## config.mk

```make
export PLATFORM = sky130hd
export DESIGN_NAME = risc_alu_with_divide_step_core
export DESIGN_NICKNAME = d
export VERILOG_FILES = /design/src/rtl/core/rad_pkg.sv /design/src/rtl/core/risc_alu_with_divide_step_core.sv
export SDC_FILE = /design/constraint.sdc
export NUM_CORES = 1
export LEC_CHECK = 0
export BUFFER_PORTS_ARGS = -buffer_cell sky130_fd_sc_hd__clkbuf_2
export CORE_UTILIZATION = 40
export CTS_CLUSTER_SIZE = 28
export DETAILED_ROUTE_END_ITERATION = 8
export PLACE_DENSITY_LB_ADDON = 0.12
export SYNTH_ARGS = -nofsm -noshare
export SYNTH_HDL_FRONTEND = slang
export SYNTH_SLANG_ARGS = --single-unit
export TNS_END_PERCENT = 50
```

## constraint.sdc

```tcl
create_clock -name clk_i -period 9.1 [get_ports clk_i]
set_clock_uncertainty 0.1 [all_clocks]
set_input_delay 2.73 -clock clk_i [delete_from_list [all_inputs] [get_ports clk_i]]
set_output_delay 2.73 -clock clk_i [all_outputs]
set_load 0.05 [all_outputs]
```

## src/rtl/core/rad_pkg.sv

```systemverilog
// Shared types and constants for the arithmetic unit with divide step.
// Holds the operation codes and field widths; depends on nothing else.
`default_nettype none

package rad_pkg;

  localparam int unsigned WordW = 32;
  localparam int unsigned RegIdxW = 4;
  localparam int unsigned NumRegs = 16;
  localparam int unsigned ImmW = 8;
  localparam int unsigned ActW = 4;
  localparam int unsigned InDataW = 56;
  localparam int unsigned OutDataW = 40;

  typedef enum logic [ActW-1:0] {
    ACT_ADD   = 4'd0,
    ACT_ADDI  = 4'd1,
    ACT_ADDV  = 4'd2,
    ACT_ADDC  = 4'd3,
    ACT_SUB   = 4'd4,
    ACT_SUBC  = 4'd5,
    ACT_NEG   = 4'd6,
    ACT_NEGC  = 4'd7,
    ACT_DIV0U = 4'd8,
    ACT_DIV0S = 4'd9,
    ACT_DIV1  = 4'd10,
    ACT_LOAD  = 4'd11
  } action_e;

endpackage

`default_nettype wire

```

## src/rtl/core/risc_alu_with_divide_step_core.sv

```systemverilog
// Top level of the arithmetic unit: register file memory, execute stage and output register.
// Depends on rad_pkg for operation codes and widths.
`default_nettype none

// One instruction word enters per cycle and one result word leaves per cycle while the
// output side is not stalled. The edge that accepts an instruction word also reads Rn and Rm
// from the synchronous register file and loads the execute stage, where the result is worked
// out; an edge on which the output register is free then writes Rn back, updates T, Q and M
// and loads the output register, which offers the result word. A write in the execute stage
// is forwarded to a read issued in the same cycle, so dependent instructions follow without
// gaps. Registers read as zero until first written, tracked by one valid bit per register.
module risc_alu_with_divide_step_core (
  input  wire logic                         clk_i,
  input  wire logic                         rst_ni,
  input  wire logic                         s_axis_tvalid,
  output logic                              s_axis_tready,
  // action[3:0], dest_index[7:4], src_index[11:8], imm_byte[19:12], load_value[51:20]
  input  wire logic [rad_pkg::InDataW-1:0]  s_axis_tdata,
  output logic                              m_axis_tvalid,
  input  wire logic                         m_axis_tready,
  // dest_value[31:0], t_bit[32], q_bit[33], m_bit[34]
  output logic [rad_pkg::OutDataW-1:0]      m_axis_tdata
);
  import rad_pkg::*;

  logic [WordW-1:0]   mem_q [NumRegs];
  logic [NumRegs-1:0] vld_q;

  logic               in_acc;
  logic [ActW-1:0]    in_act;
  logic [RegIdxW-1:0] in_n;
  logic [RegIdxW-1:0] in_m;
  logic [ImmW-1:0]    in_imm;
  logic [WordW-1:0]   in_ldv;

  logic               s1_valid_q;
  logic [ActW-1:0]    s1_act_q;
  logic [RegIdxW-1:0] s1_n_q;
  logic [ImmW-1:0]    s1_imm_q;
  logic [WordW-1:0]   s1_ldv_q;
  logic [WordW-1:0]   rn_raw_q;
  logic [WordW-1:0]   rm_raw_q;
  logic               vld_n_q;
  logic               vld_m_q;
  logic               byp_n_q;
  logic               byp_m_q;
  logic [WordW-1:0]   byp_data_q;

  logic               t_q;
  logic               q_q;
  logic               m_q;
  logic               t_d;
  logic               q_d;
  logic               m_d;

  logic               out_valid_q;
  logic [WordW-1:0]   out_val_q;
  logic               out_t_q;
  logic               out_q_q;
  logic               out_m_q;

  logic               out_free;
  logic               s1_adv;
  logic [WordW-1:0]   rn;
  logic [WordW-1:0]   rm;
  logic [WordW-1:0]   op_a;
  logic [WordW-1:0]   op_b;
  logic               cin;
  logic [WordW:0]     sum;
  logic [WordW-1:0]   res;
  logic               same_qm;

  assign in_act = s_axis_tdata[3:0];
  assign in_n   = s_axis_tdata[7:4];
  assign in_m   = s_axis_tdata[11:8];
  assign in_imm = s_axis_tdata[19:12];
  assign in_ldv = s_axis_tdata[51:20];

  assign out_free      = !out_valid_q || m_axis_tready;
  assign s1_adv        = s1_valid_q && out_free;
  assign s_axis_tready = !s1_valid_q || out_free;
  assign in_acc        = s_axis_tvalid && s_axis_tready;

  assign m_axis_tvalid = out_valid_q;
  assign m_axis_tdata  = {5'd0, out_m_q, out_q_q, out_t_q, out_val_q};

  // Register file: one write port, two synchronous read ports.
  always_ff @(posedge clk_i) begin
    if (s1_adv) begin
      mem_q[s1_n_q] <= res;
    end
    if (in_acc) begin
      rn_raw_q <= mem_q[in_n];
      rm_raw_q <= mem_q[in_m];
    end
  end

  always_ff @(posedge clk_i or negedge rst_ni) begin
    if (!rst_ni) begin
      vld_q <= '0;
    end else if (s1_adv) begin
      vld_q[s1_n_q] <= 1'b1;
    end
  end

  always_ff @(posedge clk_i) begin
    if (in_acc) begin
      s1_act_q   <= in_act;
      s1_n_q     <= in_n;
      s1_imm_q   <= in_imm;
      s1_ldv_q   <= in_ldv;
      vld_n_q    <= vld_q[in_n];
      vld_m_q    <= vld_q[in_m];
      byp_n_q    <= s1_adv && (s1_n_q == in_n);
      byp_m_q    <= s1_adv && (s1_n_q == in_m);
      byp_data_q <= res;
    end
  end

  always_ff @(posedge clk_i or negedge rst_ni) begin
    if (!rst_ni) begin
      s1_valid_q <= 1'b0;
    end else if (in_acc) begin
      s1_valid_q <= 1'b1;
    end else if (s1_adv) begin
      s1_valid_q <= 1'b0;
    end
  end

  always_comb begin
    rn = byp_n_q ? byp_data_q : (vld_n_q ? rn_raw_q : '0);
    rm = byp_m_q ? byp_data_q : (vld_m_q ? rm_raw_q : '0);
  end

  assign same_qm = (q_q == m_q);

  // Operand selection for the single shared adder.
  always_comb begin
    op_a = rn;
    op_b = rm;
    cin  = 1'b0;
    unique case (s1_act_q)
      ACT_ADDI: op_b = {{(WordW-ImmW){s1_imm_q[ImmW-1]}}, s1_imm_q};
      ACT_ADDC: cin = t_q;
      ACT_SUB: begin
        op_b = ~rm;
        cin  = 1'b1;
      end
      ACT_SUBC: begin
        op_b = ~rm;
        cin  = !t_q;
      end
      ACT_NEG: begin
        op_a = '0;
        op_b = ~rm;
        cin  = 1'b1;
      end
      ACT_NEGC: begin
        op_a = '0;
        op_b = ~rm;
        cin  = !t_q;
      end
      ACT_DIV1: begin
        op_a = {rn[WordW-2:0], t_q};
        op_b = same_qm ? ~rm : rm;
        cin  = same_qm;
      end
      default: begin
      end
    endcase
  end

  assign sum = {1'b0, op_a} + {1'b0, op_b} + {{WordW{1'b0}}, cin};

  always_comb begin
    res = rn;
    t_d = t_q;
    q_d = q_q;
    m_d = m_q;
    unique case (s1_act_q)
      ACT_ADD, ACT_ADDI, ACT_SUB, ACT_NEG: res = sum[WordW-1:0];
      ACT_ADDV: begin
        res = sum[WordW-1:0];
        t_d = (rn[WordW-1] ^ sum[WordW-1]) & (rn[WordW-1] ~^ rm[WordW-1]);
      end
      ACT_ADDC: begin
        res = sum[WordW-1:0];
        t_d = sum[WordW];
      end
      ACT_SUBC, ACT_NEGC: begin
        res = sum[WordW-1:0];
        t_d = !sum[WordW];
      end
      ACT_DIV0U: begin
        t_d = 1'b0;
        q_d = 1'b0;
        m_d = 1'b0;
      end
      ACT_DIV0S: begin
        q_d = rn[WordW-1];
        m_d = rm[WordW-1];
        t_d = rn[WordW-1] ^ rm[WordW-1];
      end
      ACT_DIV1: begin
        res = sum[WordW-1:0];
        q_d = rn[WordW-1] ^ (same_qm ? !sum[WordW] : sum[WordW]) ^ m_q;
        t_d = (q_d == m_q);
      end
      ACT_LOAD: res = s1_ldv_q;
      default: begin
      end
    endcase
  end

  always_ff @(posedge clk_i or negedge rst_ni) begin
    if (!rst_ni) begin
      t_q <= 1'b0;
      q_q <= 1'b0;
      m_q <= 1'b0;
    end else if (s1_adv) begin
      t_q <= t_d;
      q_q <= q_d;
      m_q <= m_d;
    end
  end

  always_ff @(posedge clk_i or negedge rst_ni) begin
    if (!rst_ni) begin
      out_valid_q <= 1'b0;
    end else if (s1_adv) begin
      out_valid_q <= 1'b1;
    end else if (m_axis_tready) begin
      out_valid_q <= 1'b0;
    end
  end

  always_ff @(posedge clk_i) begin
    if (s1_adv) begin
      out_val_q <= res;
      out_t_q   <= t_d;
      out_q_q   <= q_d;
      out_m_q   <= m_d;
    end
  end

  // The input side never stalls while the output side is taking words.
  a_ready_when_drained: assert property (@(posedge clk_i) disable iff (!rst_ni)
    m_axis_tready |-> s_axis_tready)
    else $error("input stalled although the output is draining");

  // A divide setup for unsigned operands leaves all three status bits clear.
  a_div0u_clears: assert property (@(posedge clk_i) disable iff (!rst_ni)
    (s1_adv && s1_act_q == ACT_DIV0U) |=> (!out_t_q && !out_q_q && !out_m_q))
    else $error("div0u left a status bit set");

  // A load reports exactly the value it carried.
  a_load_value: assert property (@(posedge clk_i) disable iff (!rst_ni)
    (s1_adv && s1_act_q == ACT_LOAD) |=> (out_val_q == $past(s1_ldv_q)))
    else $error("load result differs from the loaded value");

endmodule

`default_nettype wire
```

* Yosys cells after proc, flatten, opt, wreduce, memory -nomap -nowiden
Memory sizes are Yosys's and may differ from the RTL's. A register that Yosys moved wholly into a read port is not among the register bits.
Index checks and enable logic that the tools add are counted.
** Cells by class
- Add/subtract/negate cells :: 2
- $lt $le $gt $ge :: 4
- Equality and inequality tests :: 15
- Mux-type cells :: 25
- Bitwise logic cells :: 8
- Reductions and logical operators :: 19
** Operators with widths (number)
- two-way mux 32 bit :: 5
- one-hot mux 32 bit (2 select lines) :: 2
- one-hot mux 32 bit (3 select lines) :: 1
- adder 32 x 32 -> 33 bit :: 1
- adder 33 x 1 -> 33 bit :: 1
- inverter 32 bit :: 1
- == test 4 x 3 -> 1 bit, second input constant :: 4
- == test 4 bit, second input constant :: 4
- OR 16 bit :: 1
- < comparator 4 x 5 -> 1 bit, second input constant :: 3
- two-way mux 1 bit :: 10
- OR reduction 9 bit :: 1
- binary-select mux 1 bit (select 4 bit) :: 2
- == test 4 x 2 -> 1 bit, second input constant :: 2
- == test 4 bit :: 2
- one-hot mux 1 bit (6 select lines) :: 1
- OR reduction 2 bit :: 3
- logical AND 1 bit :: 5
- demux 1 bit (select 4 bit) :: 1
- == test 4 x 1 -> 1 bit, second input constant :: 1
- >= comparator 4 x 1 -> 1 bit, second input constant :: 1
- logical NOT 1 bit :: 4
- logical NOT 4 bit :: 1
- one-hot mux 1 bit (4 select lines) :: 1
- other kinds (9) :: 15
** Word-level totals
- Flip-flop bits (word level) :: 140
- Bits in writable memories :: 512
- Output and inout port bits :: 42
- Memories kept :: 1
** Memory list
- mem_q :: words 16, bits a word 32, rd ports 2, clocked after memory_dff 2, write ports 1, RTL line risc_alu_with_divide_step_core.sv:26 : logic [WordW-1:0] mem_q [NumRegs];

* Depth between registers and ports, before layout
- Depth in word-level cells :: 13
- Mapped depth :: 21
- Depth with buffers taken out :: 19

* Least setup slack after synthesis
OpenSTA, ideal clock, no wires.
- Kind :: input to register
- Start point :: input port m_axis_tready
- End point :: register byp_data_q[0] (enable)
- Library setup time :: 0.525 ns
- Arrival :: 6.650 ns
- Data required time :: 8.475 ns
- Path slack :: 1.825 ns
- Stages :: 2
- Cell sequence :: nand3b_1 > and2_1
** Between the ends
- Word-level cells in the longest chain between the ends :: 3
** Ends and longest elaborated chain
- start, declared :: RTL line risc_alu_with_divide_step_core.sv:20 : input wire logic m_axis_tready,
- logical OR 1 bit :: RTL line risc_alu_with_divide_step_core.sv:79 : assign out_free = !out_valid_q || m_axis_tready;
- logical OR 1 bit :: RTL line risc_alu_with_divide_step_core.sv:81 : assign s_axis_tready = !s1_valid_q || out_free;
- logical AND 1 bit :: RTL line risc_alu_with_divide_step_core.sv:82 : assign in_acc = s_axis_tvalid && s_axis_tready;
- via in_acc :: RTL line risc_alu_with_divide_step_core.sv:29 : logic in_acc;
- end signal, assigned :: RTL line risc_alu_with_divide_step_core.sv:116 : byp_data_q <= res;
- end, declared :: RTL line risc_alu_with_divide_step_core.sv:47 : logic [WordW-1:0] byp_data_q;
The timed path passes the listed nets, and every way through them passes these cells.
A chain may end at the register's enable or synchronous reset.

* Worst setup path in the final report
- Start point :: register s1_act_q[2]
- End point :: memory mem_q[3][27] (data pin)
** Between the ends
- Word-level cells in the longest chain between the ends :: 6
- Elaborated cells on any way between the ends :: 21
- Those cells by class :: add/sub (2); eq/ne (9); mux (4); reduce/logical (6)
** Ends and longest elaborated chain
- start, declared :: RTL line risc_alu_with_divide_step_core.sv:37 : logic [ActW-1:0] s1_act_q;
- start signal, assigned :: RTL line risc_alu_with_divide_step_core.sv:108 : s1_act_q <= in_act;
- == test 4 x 3 -> 1 bit :: RTL line risc_alu_with_divide_step_core.sv:142, risc_alu_with_divide_step_core.sv:180
- OR reduction 4 bit (no source line) / OR reduction 2 bit (equally long branches)
- one-hot mux 32 bit (3 select lines) / one-hot mux 32 bit (2 select lines) (equally long branches) :: RTL line risc_alu_with_divide_step_core.sv:142 : unique case (s1_act_q)
- adder 32 x 32 -> 33 bit :: RTL line risc_alu_with_divide_step_core.sv:173 : assign sum = {1'b0, op_a} + {1'b0, op_b} + {{WordW{1'b0}}, cin};
- adder 33 x 1 -> 33 bit :: RTL line risc_alu_with_divide_step_core.sv:173
- one-hot mux 32 bit (2 select lines) * :: RTL line risc_alu_with_divide_step_core.sv:180 : unique case (s1_act_q)
- via res[27] :: RTL line risc_alu_with_divide_step_core.sv:70 : logic [WordW-1:0] res;
- end, declared :: RTL line risc_alu_with_divide_step_core.sv:26
Mark *: on every way through the listed nets, which the timed path passes. The rest lies on a longest branch.

==> impl_metrics.env <==
export IMPL_status="completed"
export IMPL_critPathLaunch="s1_act_q[2]"
export IMPL_grt_ovfl_total=0
export IMPL_vias_per_cell=6.17
export IMPL_pwr_density_cell_nw_per_um2=234
export IMPL_fin_setup_tns_ps=0
export IMPL_clock_sinks=716
export IMPL_slew_viol_final=0
export IMPL_crit_path_cell_trace="nand2b_1, nor2_1, nor2_2, buf_4, a21oi_2, buf_4, nor2b_1, mux2i_1, ha_1, and2_1, or2_1, a31oi_1, a31oi_4, a211o_1, a22o_1, or2_1, xnor2_1, o221ai_1"
export IMPL_synthTopCellsByArea="edfxtp_1 63%, mux4_2 22%, a22oi_1 1.8%"
export IMPL_clkTransAtPathRegs_ps=60
export IMPL_synth_cells=1754
export IMPL_place_area_um2=35300
export IMPL_design_area_um2=37900
export IMPL_leakagePower_uw=0.0124
export IMPL_grt_first_pass_wirelength_mm=137
export IMPL_layout_setup_ws_ps=2630
export IMPL_synth_most_common_cell="edfxtp_1"
export IMPL_min_period_over_period_pct=71.1
export IMPL_critPathCaptureType="register"
export IMPL_relSlewSlack_pct=7.87
export IMPL_routabilityCongestion=0.812
export IMPL_postLayoutCoreUtil_pct=46.1
export IMPL_avgSynthCellArea_um2=19.0
export IMPL_wire_per_inst_um=31.5
export IMPL_synth_top_area_share_pct=62.6
export IMPL_reg2reg_depth=18
export IMPL_htree_levels=3
export IMPL_drtAntennaViolNets=0
export IMPL_die_x_um=291
export IMPL_synth_seq_area_share_pct=64.2
export IMPL_drt_iter0_markers=1788
export IMPL_holdWs_ps=394
export IMPL_synth_area_um2=33300
export IMPL_portBuffers=92
export IMPL_slowest_stage="o221ai_1"
export IMPL_drive_gt1_share_pct=33.7
export IMPL_cts_buffers=80
export IMPL_synth_distinct_cells=62
export IMPL_rsz0062_at_grt="no"
export IMPL_yosys_top_cells_count="695 x edfxtp_1, 330 x mux4_2, 86 x clkbuf_1"
export IMPL_ios=102
export IMPL_rr_startpoint="s1_act_q[2]"
export IMPL_cp_start_kind="register"
export IMPL_drc=0
export IMPL_dieArea_um2=84500
export IMPL_synth_seq_cells=716
export IMPL_worstSetupPathType="register to register"
export IMPL_vias=18500
export IMPL_post_place_ws_ps=2330
export IMPL_coreArea_um2=82200
export IMPL_peakVddDrop_mv=0.139
export IMPL_worst_endpoint_required_ps=9240
export IMPL_max_slew_worst_pin_slew_ps=1380
export IMPL_arrival_ps=6610
export IMPL_clockBufferDepth=3
export IMPL_max_stage_delay_ps=990
export IMPL_layout_nets=1955
export IMPL_fp_dieH_um=291
export IMPL_max_cap_violations=0
export IMPL_grt_pass1_vias=19600
export IMPL_yosysTopAreaCell="edfxtp_1"
export IMPL_dp_hpwl_mm=52.9
export IMPL_initial_core_util_pct=40.5
export IMPL_drt_pass1_iterations=5
export IMPL_fmax_mhz=155
export IMPL_hold_violations=0
export IMPL_setup_violations=0
export IMPL_min_path_cells=1
export IMPL_cts_tree="built"
export IMPL_synth_edf_count=695
export IMPL_min_path_type="register to register"
export IMPL_clkLatencyLatePin_ps=630
export IMPL_cts_setup_buffers=0
export IMPL_grt_use_total_pct=22.7
export IMPL_grt_max_degree=84
export IMPL_hold_buffers=0
export IMPL_critPathMaxFanout=20
export IMPL_synthToLayoutAreaGrowth_pct=13.6
export IMPL_ctsResizeCount=0
export IMPL_synth_flop_cell="edfxtp_1"
export IMPL_antenna_found_initial=4
export IMPL_synthArstFlopShare_pct=2.93
export IMPL_min_from="vld_q[14]"
export IMPL_cts_root_buf="clkbuf_16"
export IMPL_fp_row_count=105
export IMPL_layout_min_cycle_time_ps=6470
export IMPL_wirelength_mm=94.4
export IMPL_yosysWarnings=0
-- stage by stage --
stage,total power [uW],std cells
global placement,5710,2848
detailed placement,5740,2848
CTS,8940,2994
global route,9190,2996
finish,8860,2997
floorplan,5230,1758
-- path summary, 6_finish.rpt --
path | endpoint | slack (ps)
setup / recovery | mem_q[3][27] | 2630
hold / removal | vld_q[14] | 390
setup reg to reg | mem_q[3][27] | 2630
hold reg to reg | vld_q[14] | 390
max in group asynchronous | vld_q[11] | 6470
min in group asynchronous | q_q | 2010
-- where the power goes --
| part | switching [uW] | total (uW) | internal (uW) |
|---|---|---|---|
| registers | 94.2 | 4180 | 4080 |
| logic | 975 | 1500 | 528 |
| clock network | 1310 | 3180 | 1870 |
-- cell type report --
class | instances | area (um2)
sequential | 716 | 21400
clock buffer | 106 | 2200
inverter | 13 | 48.8
antenna | 1 | 2.50
timing repair buffer | 155 | 996
multi-input combinational | 896 | 11500
clock inverter | 40 | 359
fill | 6962 | 44400
tap | 1070 | 1340
-- routing by layer --
layer  vias up  part of all wire, %  track usage [%]
met4         0                  2.0             6.05
met1     10100                   43             31.5
li1       7728                    -                -
met5         -                    0                0
met2       580                   49             37.4
met3       114                  5.6             3.43
-- cells in the final DEF, fill, tap and decap left out, drive strengths merged, types with 5 or more instances in the layout --
cell type and instances:
conb 5, edfxtp 695, a21oi 41, o221ai 30
mux4 330, ha 31, o21ai 19, nand2b 12
nor3 14, and2 5, nand4 6, clkinv 26
dfrtp 21, buf 69, xnor2 26, a22oi 80
inv 17, bufinv 6, o22ai 32, nor2b 5
or2 19, mux2i 32, and3 7, nand2 65
nand3 8, nor2 47, clkbuf 192, a21o 16
xor2 14, a211o 5
-- cell families (layout without fill, tap and decap cells) --
kind of cell               after synthesis  after routing  synth area share, %
and+or+nand+nor                        198            198                 2.83
AOI/OAI and AO/OA                      256            256                 5.52
buffers and inverters                  146            314                 1.79
DFF                                    716            716                 64.2
other                                    1              6               0.0113
xor gates and xnor gates                40             40                 1.05
muxes                                  364            364                 23.3
adders and majority gates               33             33                 1.28
-- critical path, delay by kind of cell, from the launching register on --
kind | cells | cell delay, ps
mux | 1 | 160
xor+xnor | 1 | 130
simple gates | 7 | 2020
buf+inv | 2 | 590
fa+ha+maj | 1 | 400
flops | 1 | 580
compound gates | 6 | 2100
-- sequential cells by signal, summed over array words and instances, names as in the netlist, 4 cells and up --
| name | flops |
|---|---|
| rm_raw_q | 32 |
| s1_ldv_q | 32 |
| mem_q | 512 |
| vld_q | 16 |
| rn_raw_q | 32 |
| s1_n_q | 4 |
| s1_imm_q | 8 |
| byp_data_q | 32 |
| out_val_q | 32 |
| s1_act_q | 4 |
(Power assumes the default switching activity.)
